==> config.mk <==
export PLATFORM = sky130hd
export DESIGN_NAME = disk_request_scheduler_unit
export DESIGN_NICKNAME = d
export VERILOG_FILES = /design/src/sv/drs_pkg.sv /design/src/sv/disk_request_scheduler_unit.sv /design/src/sv/drs_ctrl.sv /design/src/sv/drs_dp.sv
export SDC_FILE = /design/constraint.sdc
export NUM_CORES = 1
export LEC_CHECK = 0
export BUFFER_PORTS_ARGS = -buffer_cell sky130_fd_sc_hd__buf_4
export CORE_MARGIN = 3
export CORE_UTILIZATION = 60
export DETAILED_ROUTE_END_ITERATION = 7
export PLACE_DENSITY_LB_ADDON = 0.25
export SLEW_MARGIN = 20
export SYNTH_ARGS = -nofsm -noshare
export SYNTH_HDL_FRONTEND = slang
export SYNTH_SLANG_ARGS = --single-unit
==> constraint.sdc <==
create_clock -name clk -period 6.9 [get_ports clk]
set_clock_uncertainty 0.1 [all_clocks]
set_input_delay 0.345 -clock clk [delete_from_list [all_inputs] [get_ports clk]]
set_output_delay 0.345 -clock clk [all_outputs]
set_load 0.05 [all_outputs]
==> src/sv/drs_pkg.sv <==
package drs_pkg;

  localparam int MAX_BATCH = 32;
  localparam int IDX_W = $clog2(MAX_BATCH);
  localparam int CNT_W = $clog2(MAX_BATCH + 1);
  localparam int CYL_W = 16;
  localparam int TAG_W = 8;

  localparam logic [1:0] MODE_SSTF  = 2'd1;
  localparam logic [1:0] MODE_CLOOK = 2'd2;

  localparam logic ADDR_MODE  = 1'b0;
  localparam logic ADDR_BATCH = 1'b1;

  typedef enum logic [2:0] {
    ST_COLLECT,
    ST_START,
    ST_SCAN,
    ST_PICK,
    ST_EMIT
  } state_t;

  typedef struct packed {
    logic store;
    logic start_batch;
    logic scan_clear;
    logic scan_step;
    logic pick;
    logic emit_done;
  } ctrl_t;

  typedef struct packed {
    logic                     count_zero;
    logic                     limit_hit;
    logic                     scan_last;
    logic                     emit_last;
    logic                     out_busy;
  } stat_t;

endpackage

==> src/sv/disk_request_scheduler_unit.sv <==
// Each result comes from a registered scan of the pending store, one entry per cycle,
// followed by a pick and an emit; the emit waits while the output register is held.
// Requests are taken one per cycle while a batch is collected; in_tready is low
// from batch close until the last result is loaded into the output register.
// Reset (rst_n, synchronous): mode 0, batch size 32, head 0, nothing pending.
module disk_request_scheduler_unit (
  input  logic        clk,
  input  logic        rst_n,
  input  logic        in_tvalid,
  output logic        in_tready,
  input  logic [23:0] in_tdata,  // cylinder[15:0], request_tag[7:0] (lsb up)
  input  logic        in_tuser,  // has_request
  input  logic        in_tlast,
  output logic        out_tvalid,
  input  logic        out_tready,
  output logic [23:0] out_tdata, // served_tag[7:0], served_cylinder[15:0]
  output logic        out_tlast,
  input  logic        cfg_psel,
  input  logic        cfg_penable,
  input  logic        cfg_pwrite,
  input  logic [2:0]  cfg_paddr,
  input  logic [31:0] cfg_pwdata,
  output logic [31:0] cfg_prdata,
  output logic        cfg_pready
);

  logic [1:0] mode_r;
  logic [5:0] batch_r;
  drs_pkg::ctrl_t ctrl;
  drs_pkg::stat_t stat;
  logic [drs_pkg::CYL_W-1:0] ocyl;
  logic [drs_pkg::TAG_W-1:0] otag;

  assign cfg_pready = 1'b1;

  always_ff @(posedge clk) begin
    if (!rst_n) begin
      mode_r <= '0;
      batch_r <= 6'd32;
    end else if (cfg_psel && cfg_penable && cfg_pwrite && cfg_paddr[1:0] == 2'b00) begin
      if (cfg_paddr[2] == drs_pkg::ADDR_MODE) mode_r <= cfg_pwdata[1:0];
      else batch_r <= cfg_pwdata[5:0];
    end
  end

  assign cfg_prdata = (cfg_paddr[2] == drs_pkg::ADDR_BATCH) ? {26'd0, batch_r} : {30'd0, mode_r};

  drs_ctrl u_ctrl (
    .clk(clk), .rst_n(rst_n), .in_tvalid(in_tvalid), .in_tready(in_tready),
    .in_end(in_tlast), .stat(stat), .ctrl(ctrl)
  );

  drs_dp u_dp (
    .clk(clk), .rst_n(rst_n), .ctrl(ctrl), .stat(stat),
    .in_has(in_tuser), .in_end(in_tlast), .in_cyl(in_tdata[15:0]), .in_tag(in_tdata[23:16]),
    .mode(mode_r), .batch(batch_r),
    .out_tvalid(out_tvalid), .out_tready(out_tready),
    .out_cyl(ocyl), .out_tag(otag), .out_last(out_tlast)
  );

  assign out_tdata = {ocyl, otag};

endmodule

==> src/sv/drs_ctrl.sv <==
module drs_ctrl (
  input  logic            clk,
  input  logic            rst_n,
  input  logic            in_tvalid,
  output logic            in_tready,
  input  logic            in_end,
  input  drs_pkg::stat_t  stat,
  output drs_pkg::ctrl_t  ctrl
);

  drs_pkg::state_t state_r, state_nxt;

  always_ff @(posedge clk) begin
    if (!rst_n) begin
      state_r <= drs_pkg::ST_COLLECT;
    end else begin
      state_r <= state_nxt;
    end
  end

  always_comb begin
    state_nxt = state_r;
    unique case (state_r)
      drs_pkg::ST_COLLECT: begin
        if (in_tvalid && (in_end || stat.limit_hit)) begin
          state_nxt = drs_pkg::ST_START;
        end
      end
      drs_pkg::ST_START: begin
        state_nxt = stat.count_zero ? drs_pkg::ST_COLLECT : drs_pkg::ST_SCAN;
      end
      drs_pkg::ST_SCAN: begin
        if (stat.scan_last) state_nxt = drs_pkg::ST_PICK;
      end
      drs_pkg::ST_PICK: begin
        state_nxt = drs_pkg::ST_EMIT;
      end
      drs_pkg::ST_EMIT: begin
        if (!stat.out_busy) begin
          state_nxt = stat.emit_last ? drs_pkg::ST_COLLECT : drs_pkg::ST_SCAN;
        end
      end
      default: state_nxt = drs_pkg::ST_COLLECT;
    endcase
  end

  always_comb begin
    ctrl = '0;
    in_tready = 1'b0;
    unique case (state_r)
      drs_pkg::ST_COLLECT: begin
        in_tready = 1'b1;
        ctrl.store = in_tvalid;
      end
      drs_pkg::ST_START: begin
        ctrl.start_batch = 1'b1;
        ctrl.scan_clear = 1'b1;
      end
      drs_pkg::ST_SCAN: ctrl.scan_step = 1'b1;
      drs_pkg::ST_PICK: ctrl.pick = 1'b1;
      drs_pkg::ST_EMIT: begin
        if (!stat.out_busy) begin
          ctrl.emit_done = 1'b1;
          ctrl.scan_clear = 1'b1;
        end
      end
      default: ;
    endcase
  end

endmodule

==> src/sv/drs_dp.sv <==
module drs_dp (
  input  logic                         clk,
  input  logic                         rst_n,
  input  drs_pkg::ctrl_t               ctrl,
  output drs_pkg::stat_t               stat,
  input  logic                         in_has,
  input  logic                         in_end,
  input  logic [drs_pkg::CYL_W-1:0]    in_cyl,
  input  logic [drs_pkg::TAG_W-1:0]    in_tag,
  input  logic [1:0]                   mode,
  input  logic [5:0]                   batch,
  output logic                         out_tvalid,
  input  logic                         out_tready,
  output logic [drs_pkg::CYL_W-1:0]    out_cyl,
  output logic [drs_pkg::TAG_W-1:0]    out_tag,
  output logic                         out_last
);

  localparam int IW = drs_pkg::IDX_W;
  localparam int CW = drs_pkg::CNT_W;

  logic [drs_pkg::CYL_W-1:0] cyl_mem [drs_pkg::MAX_BATCH];
  logic [drs_pkg::TAG_W-1:0] tag_mem [drs_pkg::MAX_BATCH];
  logic [drs_pkg::MAX_BATCH-1:0] served_r, served_nxt;
  logic [CW-1:0] count_r, count_nxt;
  logic [CW-1:0] n_r;
  logic [drs_pkg::CYL_W-1:0] head_r;
  logic [1:0] mode_r;
  logic [CW-1:0] scan_r, slot_r;
  logic found_r;
  logic [IW-1:0] best_r;
  logic [drs_pkg::CYL_W:0] bkey_r;
  logic hi_r;
  logic [IW-1:0] sel_r;
  logic out_v_r;
  logic [drs_pkg::CYL_W-1:0] ocyl_r;
  logic [drs_pkg::TAG_W-1:0] otag_r;
  logic olast_r;
  logic rd_v_r;
  logic [IW-1:0] rd_idx_r;
  logic [drs_pkg::CYL_W-1:0] rd_cyl_r;

  logic [CW-1:0] limit;
  logic [CW-1:0] count_add;
  logic close;
  logic [IW-1:0] si;
  logic [drs_pkg::CYL_W-1:0] d;
  logic [drs_pkg::CYL_W:0] key;
  logic better;
  logic [IW-1:0] pick;

  always_comb begin
    if (batch == 6'd0) limit = CW'(1);
    else if ({1'b0, batch} > 7'(drs_pkg::MAX_BATCH)) limit = CW'(drs_pkg::MAX_BATCH);
    else limit = CW'(batch);
  end

  assign si = scan_r[IW-1:0];
  assign d = (rd_cyl_r >= head_r) ? rd_cyl_r - head_r : head_r - rd_cyl_r;
  // C-LOOK key: cylinders below head rank after those at or above it
  assign key = (mode_r == drs_pkg::MODE_SSTF) ? {1'b0, d} : {rd_cyl_r < head_r, rd_cyl_r};
  always_comb begin
    if (mode_r == drs_pkg::MODE_SSTF) better = !found_r || key <= bkey_r;
    else better = !found_r || key < bkey_r;
  end
  assign pick = (mode_r == drs_pkg::MODE_SSTF || mode_r == drs_pkg::MODE_CLOOK) ?
                best_r : slot_r[IW-1:0];

  always_comb begin
    count_add = count_r;
    if (ctrl.store && in_has && count_r < CW'(drs_pkg::MAX_BATCH)) begin
      count_add = count_r + CW'(1);
    end
  end

  assign close = ctrl.store && (in_end || count_add >= limit);
  assign count_nxt = close ? '0 : count_add;

  assign stat.count_zero = (n_r == '0);
  assign stat.limit_hit = (count_add >= limit);
  // scan_last waits for scan_r to reach n_r, so the registered read of the last entry is still compared
  assign stat.scan_last = (scan_r >= n_r);
  assign stat.emit_last = (slot_r + CW'(1) >= n_r);
  assign stat.out_busy = out_v_r && !out_tready;

  always_comb begin
    served_nxt = served_r;
    if (ctrl.start_batch) served_nxt = '0;
    if (ctrl.pick) served_nxt[pick] = 1'b1;
  end

  always_ff @(posedge clk) begin
    if (ctrl.store && in_has && count_r < CW'(drs_pkg::MAX_BATCH)) begin
      cyl_mem[count_r[IW-1:0]] <= in_cyl;
      tag_mem[count_r[IW-1:0]] <= in_tag;
    end
  end

  always_ff @(posedge clk) begin
    if (!rst_n) begin
      count_r <= '0;
      n_r <= '0;
      head_r <= '0;
      served_r <= '0;
      scan_r <= '0;
      slot_r <= '0;
      found_r <= 1'b0;
      out_v_r <= 1'b0;
      mode_r <= '0;
      rd_v_r <= 1'b0;
    end else begin
      count_r <= count_nxt;
      served_r <= served_nxt;
      if (close) begin
        n_r <= count_add;
        mode_r <= mode;
      end
      if (ctrl.start_batch) slot_r <= '0;
      if (ctrl.scan_clear) begin
        scan_r <= '0;
        found_r <= 1'b0;
      end
      rd_v_r <= ctrl.scan_step && (scan_r < n_r);
      if (ctrl.scan_step) begin
        scan_r <= scan_r + CW'(1);
        rd_idx_r <= si;
        rd_cyl_r <= cyl_mem[si];
      end
      if (rd_v_r && !served_r[rd_idx_r] && better) begin
        found_r <= 1'b1;
        best_r <= rd_idx_r;
        bkey_r <= key;
      end
      if (ctrl.pick) begin
        sel_r <= pick;
        hi_r <= (slot_r + CW'(1) >= n_r);
      end
      if (ctrl.emit_done) begin
        out_v_r <= 1'b1;
        ocyl_r <= cyl_mem[sel_r];
        otag_r <= tag_mem[sel_r];
        olast_r <= hi_r;
        slot_r <= slot_r + CW'(1);
        if (mode_r == drs_pkg::MODE_SSTF || (mode_r == drs_pkg::MODE_CLOOK && hi_r)) begin
          head_r <= cyl_mem[sel_r];
        end
      end else if (out_v_r && out_tready) begin
        out_v_r <= 1'b0;
      end
    end
  end

  assign out_tvalid = out_v_r;
  assign out_cyl = ocyl_r;
  assign out_tag = otag_r;
  assign out_last = olast_r;

endmodule

---- Word-level counts from Yosys, hierarchy flattened ----
Memory sizes are Yosys's and may differ from the RTL's. A register that Yosys moved wholly into a read port is not among the register bits.
Cells that the tools add are included.
operators by class
  equality and inequality tests ........... 9
  $add $sub $neg .......................... 5
  reduce and logical (&&, ||, !) cells .... 39
  bitwise gates (word level) .............. 3
  $lt $le $gt $ge ......................... 13
  multiplexer cells ....................... 39
operators by type and width
  kind                   number
  $mux W32               2
  $mux W6                8
  $or A32 B32 Y32        1
  $sub A16 B16 Y16       2
  $add A6 B1 Y6 const B  3
  $ge A6 B6 Y1           3
  $le A17 B17 Y1         1
  $lt A17 B17 Y1         1
  $mux W17               1
  $ge A16 B16 Y1         1
  $lt A16 B16 Y1         1
  $mux W1                16
  $mux W16               1
  $pmux W3 S5            1
  $logic_and A1 B1 Y1    14
  $reduce_and A2 Y1      7
  $logic_not A6 Y1       2
  $lt A5 B6 Y1 const B   2
  $mux W5                2
  $mux W3                3
  $reduce_bool A2 Y1     4
  $eq A3 B2 Y1 const B   2
  $gt A6 B6 Y1 const B   1
  $lt A6 B6 Y1           1
  other kinds (19)       28
word-level totals
  word-level logic and storage cells ...... 130
  bits in writable memories ............... 768
  register bits ........................... 138
  memories ................................ 2
  bits of input ports ..................... 68
memory list
  memory        depth  bits a word  read ports  clocked after memory_dff  wr ports  RTL line      text
  u_dp.cyl_mem  32     16           2           2                         1         drs_dp.sv:22  logic [drs_pkg::CYL_W-1:0] cyl_mem [drs_pkg::MAX_BATCH];
  u_dp.tag_mem  32     8            1           1                         1         drs_dp.sv:23  logic [drs_pkg::TAG_W-1:0] tag_mem [drs_pkg::MAX_BATCH];

---- Logic depth before layout (Yosys ltp) ----
Gate-level depths: netlist (run 1).
  word-level depth ........................ 10
  depth in mapped cells ................... 20
  gate-level depth less buffers ........... 19

---- By module ----
Synthesis (run 1) repeated with hierarchy kept, for this count alone.
unflattened totals
  cell total of the unflattened synthesis .. 2,317
  area, all modules ....................... 42,381.9 um^2
modules (own cells, without submodules)
  module                       area an instance (um^2)  times used  cells each
  drs_dp                       41,567.4                 1           2,222
  disk_request_scheduler_unit  613.1                    1           70
  drs_ctrl                     201.4                    1           25

---- Worst setup path after synthesis (run 1) ----
No wires, ideal clock.
  kind .................................... register -> register
  start point ............................. reg u_dp.rd_cyl_r[0] (netlist bit) (read register of u_dp.cyl_mem)
  end point ............................... reg u_dp.best_r[0], enable pin
  arrival ................................. 4.532 ns
  setup slack ............................. 1.852 ns
  buffers on the path ..................... 1
  cell stages (with the launch flop) ...... 20
  cells stage by stage .................... edfxtp_1 inv_1 ha_1 inv_1 fa_1 a211oi_1 o211ai_1 o211ai_1 and2_1 buf_4 mux2i_1 xnor2_1 a21oi_1 ha_1 a21o_1 a21oi_1 nor2b_1 o311ai_0 nand3_1 a31oi_1
between the ends
  word-level cells in the longest chain between the ends .. 8
  elaborated cells on any way between the ends .. 13
  classes of those cells .................. add/sub (2); order compare (4); mux (3); reduce/logical (4)
RTL lines
  element                                                    RTL line                    text
  start, declared                                            drs_dp.sv:41                logic [drs_pkg::CYL_W-1:0] rd_cyl_r;
  $sub A16 B16 Y16 / $ge A16 B16 Y1 (equally long branches)  drs_dp.sv:59                assign d = (rd_cyl_r >= head_r) ? rd_cyl_r - head_r : head_r - rd_cyl_r;
  $mux W16 (*)                                               drs_dp.sv:59
  $mux W17 (*)                                               drs_dp.sv:61                assign key = (mode_r == drs_pkg::MODE_SSTF) ? {1'b0, d} : {rd_cyl_r < head_r, rd_cyl_r};
  net u_dp.key (one bit)                                     drs_dp.sv:48                logic [drs_pkg::CYL_W:0] key;
  $lt A17 B17 Y1 / $le A17 B17 Y1 (equally long branches)    drs_dp.sv:64, drs_dp.sv:63
  $logic_or A1 B1 Y1, on equally long branches               drs_dp.sv:64, drs_dp.sv:63
  $mux W1 (*)                                                drs_dp.sv:63                if (mode_r == drs_pkg::MODE_SSTF) better = !found_r || key <= bkey_r;
  $logic_and A1 B1 Y1 (*)                                    drs_dp.sv:129               if (rd_v_r && !served_r[rd_idx_r] && better) begin
  $reduce_and A2 Y1 (no source line) (*)                     -
  end signal, assigned                                       drs_dp.sv:131               best_r <= rd_idx_r;
  end, declared                                              drs_dp.sv:31                logic [IW-1:0] best_r;
The timed path passes the listed nets; every way through them passes the cells marked *.
A chain may end at the register's enable or synchronous reset.

---- Final worst setup path (run 1) ----
  start point ............................. reg u_dp.rd_cyl_r[0] (netlist bit) (read register of u_dp.cyl_mem)
  end point ............................... reg u_dp.bkey_r[14] (netlist bit), enable pin
between the ends
  word-level cells in the longest chain between the ends .. 8
  elaborated cells on any way between the ends .. 13
  classes of those cells .................. add/sub (2); order compare (4); mux (3); reduce/logical (4)
RTL lines
  element                                                    RTL line                    text
  $sub A16 B16 Y16 / $ge A16 B16 Y1 (equally long branches)  drs_dp.sv:59
  $mux W16 (*)                                               drs_dp.sv:59
  $mux W17 (*)                                               drs_dp.sv:61
  net u_dp.key (one bit)                                     drs_dp.sv:48
  $lt A17 B17 Y1 / $le A17 B17 Y1 (equally long branches)    drs_dp.sv:64, drs_dp.sv:63
  $logic_or A1 B1 Y1, on equally long branches               drs_dp.sv:64, drs_dp.sv:63
  $mux W1 (*)                                                drs_dp.sv:63
  $logic_and A1 B1 Y1 (*)                                    drs_dp.sv:129
  $reduce_and A2 Y1 (no source line) (*)                     -
  end signal, assigned                                       drs_dp.sv:132               bkey_r <= key;
  end, declared                                              drs_dp.sv:32                logic [drs_pkg::CYL_W:0] bkey_r;
Marked as above.

==> results.yml, run 1 <==
detailed_routing:
  dr.max_layer_used: "met4"
  wl_met2_um: 52700
  dr_wl_met3_um: 10300
  wl_met1_um: 38700
  drtIter0Drc: 3071
  routed_wl_um: 105000
  via_per_inst: 6.83
  first_pass_iters: 6
  drc: 0
  ant_nets: 0
  wl_per_cell_um: 30.7
  vias: 23400
pwr:
  ir_worst_vdd_mv: 0.233
  p_per_area_mw_per_mm2: 244
  finalPower_mw: 11.6
  p_leak_nw: 15.7
clock_network:
  cts_buffer_depth: 3
  clkLatencyLatePin_ns: 0.67
  cts_tree: "built"
  cts_sinks: 935
  cts_buffers: 95
  postCtsSetupBuffers: 0
  cts-resized-gates: 0
  h-tree-depth: 3
  cts_root_buf: "clkbuf_16"
  clkTransAtPathRegs_ns: 0.06
placement:
  dpl.cell_count: 3212
  dp.final_hpwl_um: 58000
  place_congestion: 0.873
  port_buffers: 74
  place_area_mm2: 0.0439
  dpl_worst_slack_ns: 1.45
finish:
  layout_commonest_cell: "edfxtp_1"
  layout_common_cells: "edfxtp_1, mux4_2, buf_4, nor2_1, clkbuf_16"
  design_area_mm2: 0.0473
  utilization: 0.685
  nets: 2558
  fin_cells: 3426
  drive_gt1_frac: 0.310
  area_delta_synth_final_pct: 12.3
min_path:
  min_from: "cfg_penable"
  hold_path.class: "in -> reg"
  worstHoldEndpoint: "mode_r[0]"
  min_path_cells: 5
logic_synthesis:
  synth.avg_cell_area_um2: 18.4
  synth_edf_count: 842
  synth.distinct_cells: 61
  ys_ff_latch: 935
  syn_area_mm2: 0.0421
  synth_flop_cell: "edfxtp_1"
  ys.warnings.count: 0
  synth_top_area_cell: "edfxtp_1"
  ys_top_cells_by_area: "edfxtp_1, mux4_2, dfxtp_1, ha_1, nor2_1"
  async_flop_share: 0
  synth_top_area_share: 0.600
  yosysSeqAreaShare: 0.645
  synthCells: 2287
sta:
  whs_ns: 0.0817
  tns_ns: 0
  slew_violations: 0
  fin_crit_sh: 0.782
  worst_slew_pin_slew_ns: 1.05
  period_minus_slack_ns: 5.40
  setup_viol: 0
  relSlewSlack: 0.298
  finalHoldViolations: 0
  rsz0062_at_grt: "no"
  fin_ws_ns: 1.50
  max_freq_ghz: 0.185
global_routing:
  overflow: 0
  grt_max_degree: 111
  grt_pass1_vias: 24200
  antenna_found_initial: 2
  grt_pass1_wl_um: 157000
  track_usage: 0.294
floorplanning:
  core_area_mm2: 0.0691
  io_pins: 128
  rows: 96
  start_util: 0.610
  die_area_mm2: 0.0734
  die_h_um: 271
  die_w_um: 271
worst_setup_path:
  cp_top_family: "compound AO/OA/AOI/OAI gates"
  cp_num_buf_inv: 3
  slowest_stage: "a31oi_2"
  critical_path.max_stage_delay_ns: 0.58
  reg2reg_setup_slack_ns: 1.50
  worstPathCellList: "inv_1 -> ha_1 -> inv_1 -> fa_1 -> a211oi_1 -> o211ai_1 -> o211ai_1 -> and2_1 -> mux2i_1 -> xnor2_1 -> a21oi_1 -> ha_1 -> a21o_1 -> a21oi_1 -> nor2b_1 -> o311ai_0 -> nand3_1 -> a31oi_2 -> buf_4"
  end_kind: "flop"
  reg2reg_to: "u_dp.bkey_r[14]"
  reg2reg_from: "u_dp.rd_cyl_r[0]"
  startpoint_type: "flop"
  cp_max_fo: 17
  worstSetupPathType: "reg -> reg"
  critPathArrivalTime_ns: 5.63
  ff2ff_path_depth: 19
  critPathRequiredTime_ns: 7.13
status:
  outcome: "finished clean"
flow_run:
  maxCapViolCount: 0
[synthesized netlist by cell type (all sizes together), types with 9 or more instances]
master,instances
dfxtp,93
a21oi,67
xnor2,11
nor3,23
mux2,42
nand2,87
a21o,23
buf,84
clkbuf,78
nor2b,14
o211ai,10
nor2,134
nand3,27
o21ai,29
inv,75
mux4,410
nand4,9
nand2b,25
edfxtp,842
mux2i,23
a22oi,32
ha,74
[worst min-delay path, stage by stage]
cell and delay (ns):
buf_4 0.11, nand4_1 0.12, nor2_1 0.07, nand2_1 0.07, a21oi_1 0.05
[routing by layer]
metal / up-vias / track usage
met5: - / 0
met4: 0 / 0.0971
met3: 238 / 0.0537
met2: 1426 / 0.487
met1: 12200 / 0.402
li1: 9587 / -
[final cells by class]
class                      instances  area [um2]
sequential                       935       27200
fill                            4324       21800
multi-input combinational       1140       14300
clock buffer                     120        2480
timing repair buffer             167        1380
tap                              931        1160
clock inverter                    56         549
inverter                          75         283
antenna                            2        5.00
[flip-flops by register name (all words and copies together), names as in the netlist, 5 cells and up, named ones only]
| signal | cells |
|---|---|
| batch_r | 6 |
| u_dp.best_r | 5 |
| u_dp.bkey_r | 17 |
| u_dp.count_r | 6 |
| u_dp.cyl_mem | 512 |
| u_dp.head_r | 16 |
| u_dp.n_r | 6 |
| u_dp.out_cyl | 16 |
| u_dp.out_tag | 8 |
| u_dp.rd_cyl_r | 16 |
| u_dp.rd_idx_r | 5 |
| u_dp.scan_r | 6 |
| u_dp.sel_r | 5 |
| u_dp.served_r | 32 |
| u_dp.slot_r | 6 |
| u_dp.tag_mem | 256 |
[cell families (layout without fill, tap and decap cells)]
kind of cell | count (synthesis) | in the layout | synth area share
mux | 475 | 475 | 0.236
compound gates | 198 | 198 | 0.0303
buf+inv | 237 | 418 | 0.0250
simple gates | 346 | 346 | 0.0373
other cells | 2 | 29 | 0.000178
flops | 935 | 935 | 0.645
fa+ha+maj | 76 | 76 | 0.0229
xor+xnor | 18 | 18 | 0.00374
[where the power goes]
| group | internal [mW] | switching (mW) |
|---|---|---|
| Clock | 2.83 | 2.16 |
| Sequential | 6.18 | 0.0182 |
| Combinational | 0.131 | 0.229 |
| Total | 9.14 | 2.41 |
[repair_timing]
item | CTS | global route
setup endpoints to repair | 0 | 0
hold buffers | 36 | 0
endpoints found under the hold margin | 781 | 0
[worst max-delay path by stage]
stage,end,from,slack [ns],cells after the start
floorplan,u_dp.best_r[0],u_dp.rd_cyl_r[0],1.85,19
global placement,u_dp.bkey_r[11],u_dp.rd_cyl_r[0],1.54,19
CTS,u_dp.bkey_r[10],u_dp.rd_cyl_r[0],1.42,19
global route,u_dp.bkey_r[4],u_dp.rd_cyl_r[0],1.17,19
detailed placement,u_dp.bkey_r[11],u_dp.rd_cyl_r[0],1.45,19
finish,u_dp.bkey_r[14],u_dp.rd_cyl_r[0],1.50,19
Note: power is estimated with default switching activity, not from simulation.
==> inputs of run 2 (changes only) <==
--- a/config.mk
+++ b/config.mk
@@ -7,7 +7,7 @@
 export LEC_CHECK = 0
 export BUFFER_PORTS_ARGS = -buffer_cell sky130_fd_sc_hd__buf_4
 export CORE_MARGIN = 3
-export CORE_UTILIZATION = 60
+export CORE_UTILIZATION = 56
 export DETAILED_ROUTE_END_ITERATION = 7
 export PLACE_DENSITY_LB_ADDON = 0.25
 export SLEW_MARGIN = 20
==> constraint.sdc (replaced) <==
create_clock -name clk -period 4.41 [get_ports clk]
set_clock_uncertainty 0.1 [all_clocks]
set_input_delay 0.2205 -clock clk [delete_from_list [all_inputs] [get_ports clk]]
set_output_delay 0.2205 -clock clk [all_outputs]
set_load 0.05 [all_outputs]
==> run 2 against run 1 <==
Compared with the run above:
- utilization down 2.9 points
- register-to-register slack worse by 1.5 ns
- worst hold slack worse by 0.0035 ns
- maximum frequency up 24%
- largest power group unchanged
- via count up 0.11%
- critical path depth up 1
==> results.yml, run 2 (synthesized netlist as in run 1, its figures left out) <==
sta:
  setup_viol: 0
  worst_slew_pin_slew_ns: 0.955
  rsz0062_at_grt: "yes"
  max_freq_ghz: 0.229
  fin_crit_sh: 0.991
  whs_ns: 0.0782
  slew_violations: 0
  period_minus_slack_ns: 4.37
  relSlewSlack: 0.363
  fin_ws_ns: 0.0399
  finalHoldViolations: 0
finish:
  layout_common_cells: "edfxtp_1, mux4_2, buf_4, nor2_1, clkbuf_16"
  n_antenna_cell: 0
  largest_reg_flops: 512
  fin_cells: 3498
  fillers: 4805
  nets: 2608
  layout_commonest_cell: "edfxtp_1"
  drive_gt1_frac: 0.338
  area_delta_synth_final_pct: 14.7
  design_area_mm2: 0.0483
detailed_routing:
  drtIter0Drc: 2801
  via_per_inst: 6.70
  drc: 0
  first_pass_iters: 6
  vias: 23400
  ant_nets: 0
  wl_per_cell_um: 30.3
  routed_wl_um: 106000
floorplanning:
  core_area_mm2: 0.0737
  die_area_mm2: 0.0785
  die_w_um: 280
  io_pins: 128
  start_util: 0.571
  rows: 99
  die_h_um: 280
placement:
  dpl_worst_slack_ns: -0.0895
  dp.final_hpwl_um: 61800
  port_buffers: 74
  dpl.cell_count: 3276
  place_congestion: 0.904
  place_area_mm2: 0.0446
clock_network:
  cts_tree: "built"
  cts_buffers: 94
  h-tree-depth: 3
  clkTransAtPathRegs_ns: 0.06
  cts_root_buf: "clkbuf_16"
  cts_sinks: 935
  cts_buffer_depth: 3
  clkLatencyLatePin_ns: 0.66
worst_setup_path:
  crit_path_end: "u_dp.bkey_r[7]"
  reg2reg_from: "u_dp.rd_cyl_r[0]"
  cp_max_fo: 6
  startpoint_type: "flop"
  critPathRequiredTime_ns: 4.67
  ff2ff_path_depth: 20
  cp-startpoint: "u_dp.rd_cyl_r[0]"
  worstSetupPathType: "reg -> reg"
  reg2reg_setup_slack_ns: 0.04
  end_kind: "flop"
  reg2reg_to: "u_dp.bkey_r[7]"
  critPathArrivalTime_ns: 4.63
global_routing:
  antenna_found_initial: 1
  grt_pass1_vias: 23900
  grt_pass1_wl_um: 156000
  overflow: 0
  track_usage: 0.275
  grt_max_degree: 66
pwr:
  ir_worst_vdd_mv: 0.357
  p_per_area_mw_per_mm2: 375
  p_leak_nw: 16.1
flow_run:
  maxCapViolCount: 0
min_path:
  hold_path.class: "in -> reg"
status:
  outcome: "finished clean"
[run 2: what timing repair did]
item                                   CTS  global route
resized for setup                        6            37
pin swaps                                0            20
buffers inserted                         0            10
cloned                                   0             3
hold buffers                            37             0
setup endpoints to repair               23            23
endpoints found under the hold margin  788             0
[run 2: per-stage QoR]
stage	power, mW	TNS, ns	utilization
after floorplan	10.2	0	-
after global placement	10.4	0	0.604
after detailed placement	10.4	-1.90	0.605
after CTS	18.2	0	0.651
after global routing	18.6	-1.80	0.655
final	18.1	0	0.655
[run 2: final cells by class]
cell class | instances | area (um2) | share of cell area
Multi-Input combinational cell | 1140 | 14500 | 0.299
Sequential cell | 935 | 27200 | 0.562
Tap cell | 959 | 1200 | 0.0248
Timing Repair Buffer | 218 | 2170 | 0.0449
Clock inverter | 56 | 542 | 0.0112
Inverter | 75 | 282 | 0.00583
Clock buffer | 115 | 2480 | 0.0514
[run 2: how the worst min path moves through the flow]
stage | start | endpoint | slack (ns) | depth (start not counted)
after floorplan | rst_n | batch_r[5] | 0.21 | 1
after global placement | u_dp.head_r[15] | u_dp.head_r[15] | 0.34 | 2
after detailed placement | u_dp.head_r[15] | u_dp.head_r[15] | 0.34 | 2
after CTS | in_tvalid | u_dp.n_r[2] | 0.03 | 5
after global routing | in_tvalid | u_dp.n_r[3] | 0.11 | 5
final | cfg_paddr[2] | batch_r[4] | 0.08 | 5
[run 2: layer usage]
layer,vias up,GRT usage,share of wire
met5,-,0,0
met3,232,0.0466,0.096
li1,9683,-,-
met1,12200,0.384,0.38
met4,0,0.0915,0.035
met2,1280,0.448,0.49
[run 2: worst max-delay path, stage by stage, from the launching register on]
cell and delay (ns):
edfxtp_1 0.38, inv_1 0.08, ha_2 0.18, inv_2 0.04, fa_2 0.34, a211oi_2 0.22, o211ai_1 0.17, o211ai_1 0.16
buf_4 0.20, nand2_8 0.07, a311o_1 0.34, a21o_1 0.18, a31o_1 0.26, ha_4 0.23, nand4_1 0.13, a21oi_2 0.07
o311ai_2 0.26, nand3_2 0.14, a31oi_4 0.22, buf_12 0.15, clkbuf_16 0.15
[run 2: power breakdown]
| group | internal, mW | switching, mW | total [mW] |
|---|---|---|---|
| clock | 4.44 | 3.40 | 7.83 |
| combinational | 0.217 | 0.372 | 0.589 |
| sequential | 9.67 | 0.0292 | 9.70 |
| total | 14.3 | 3.80 | 18.1 |
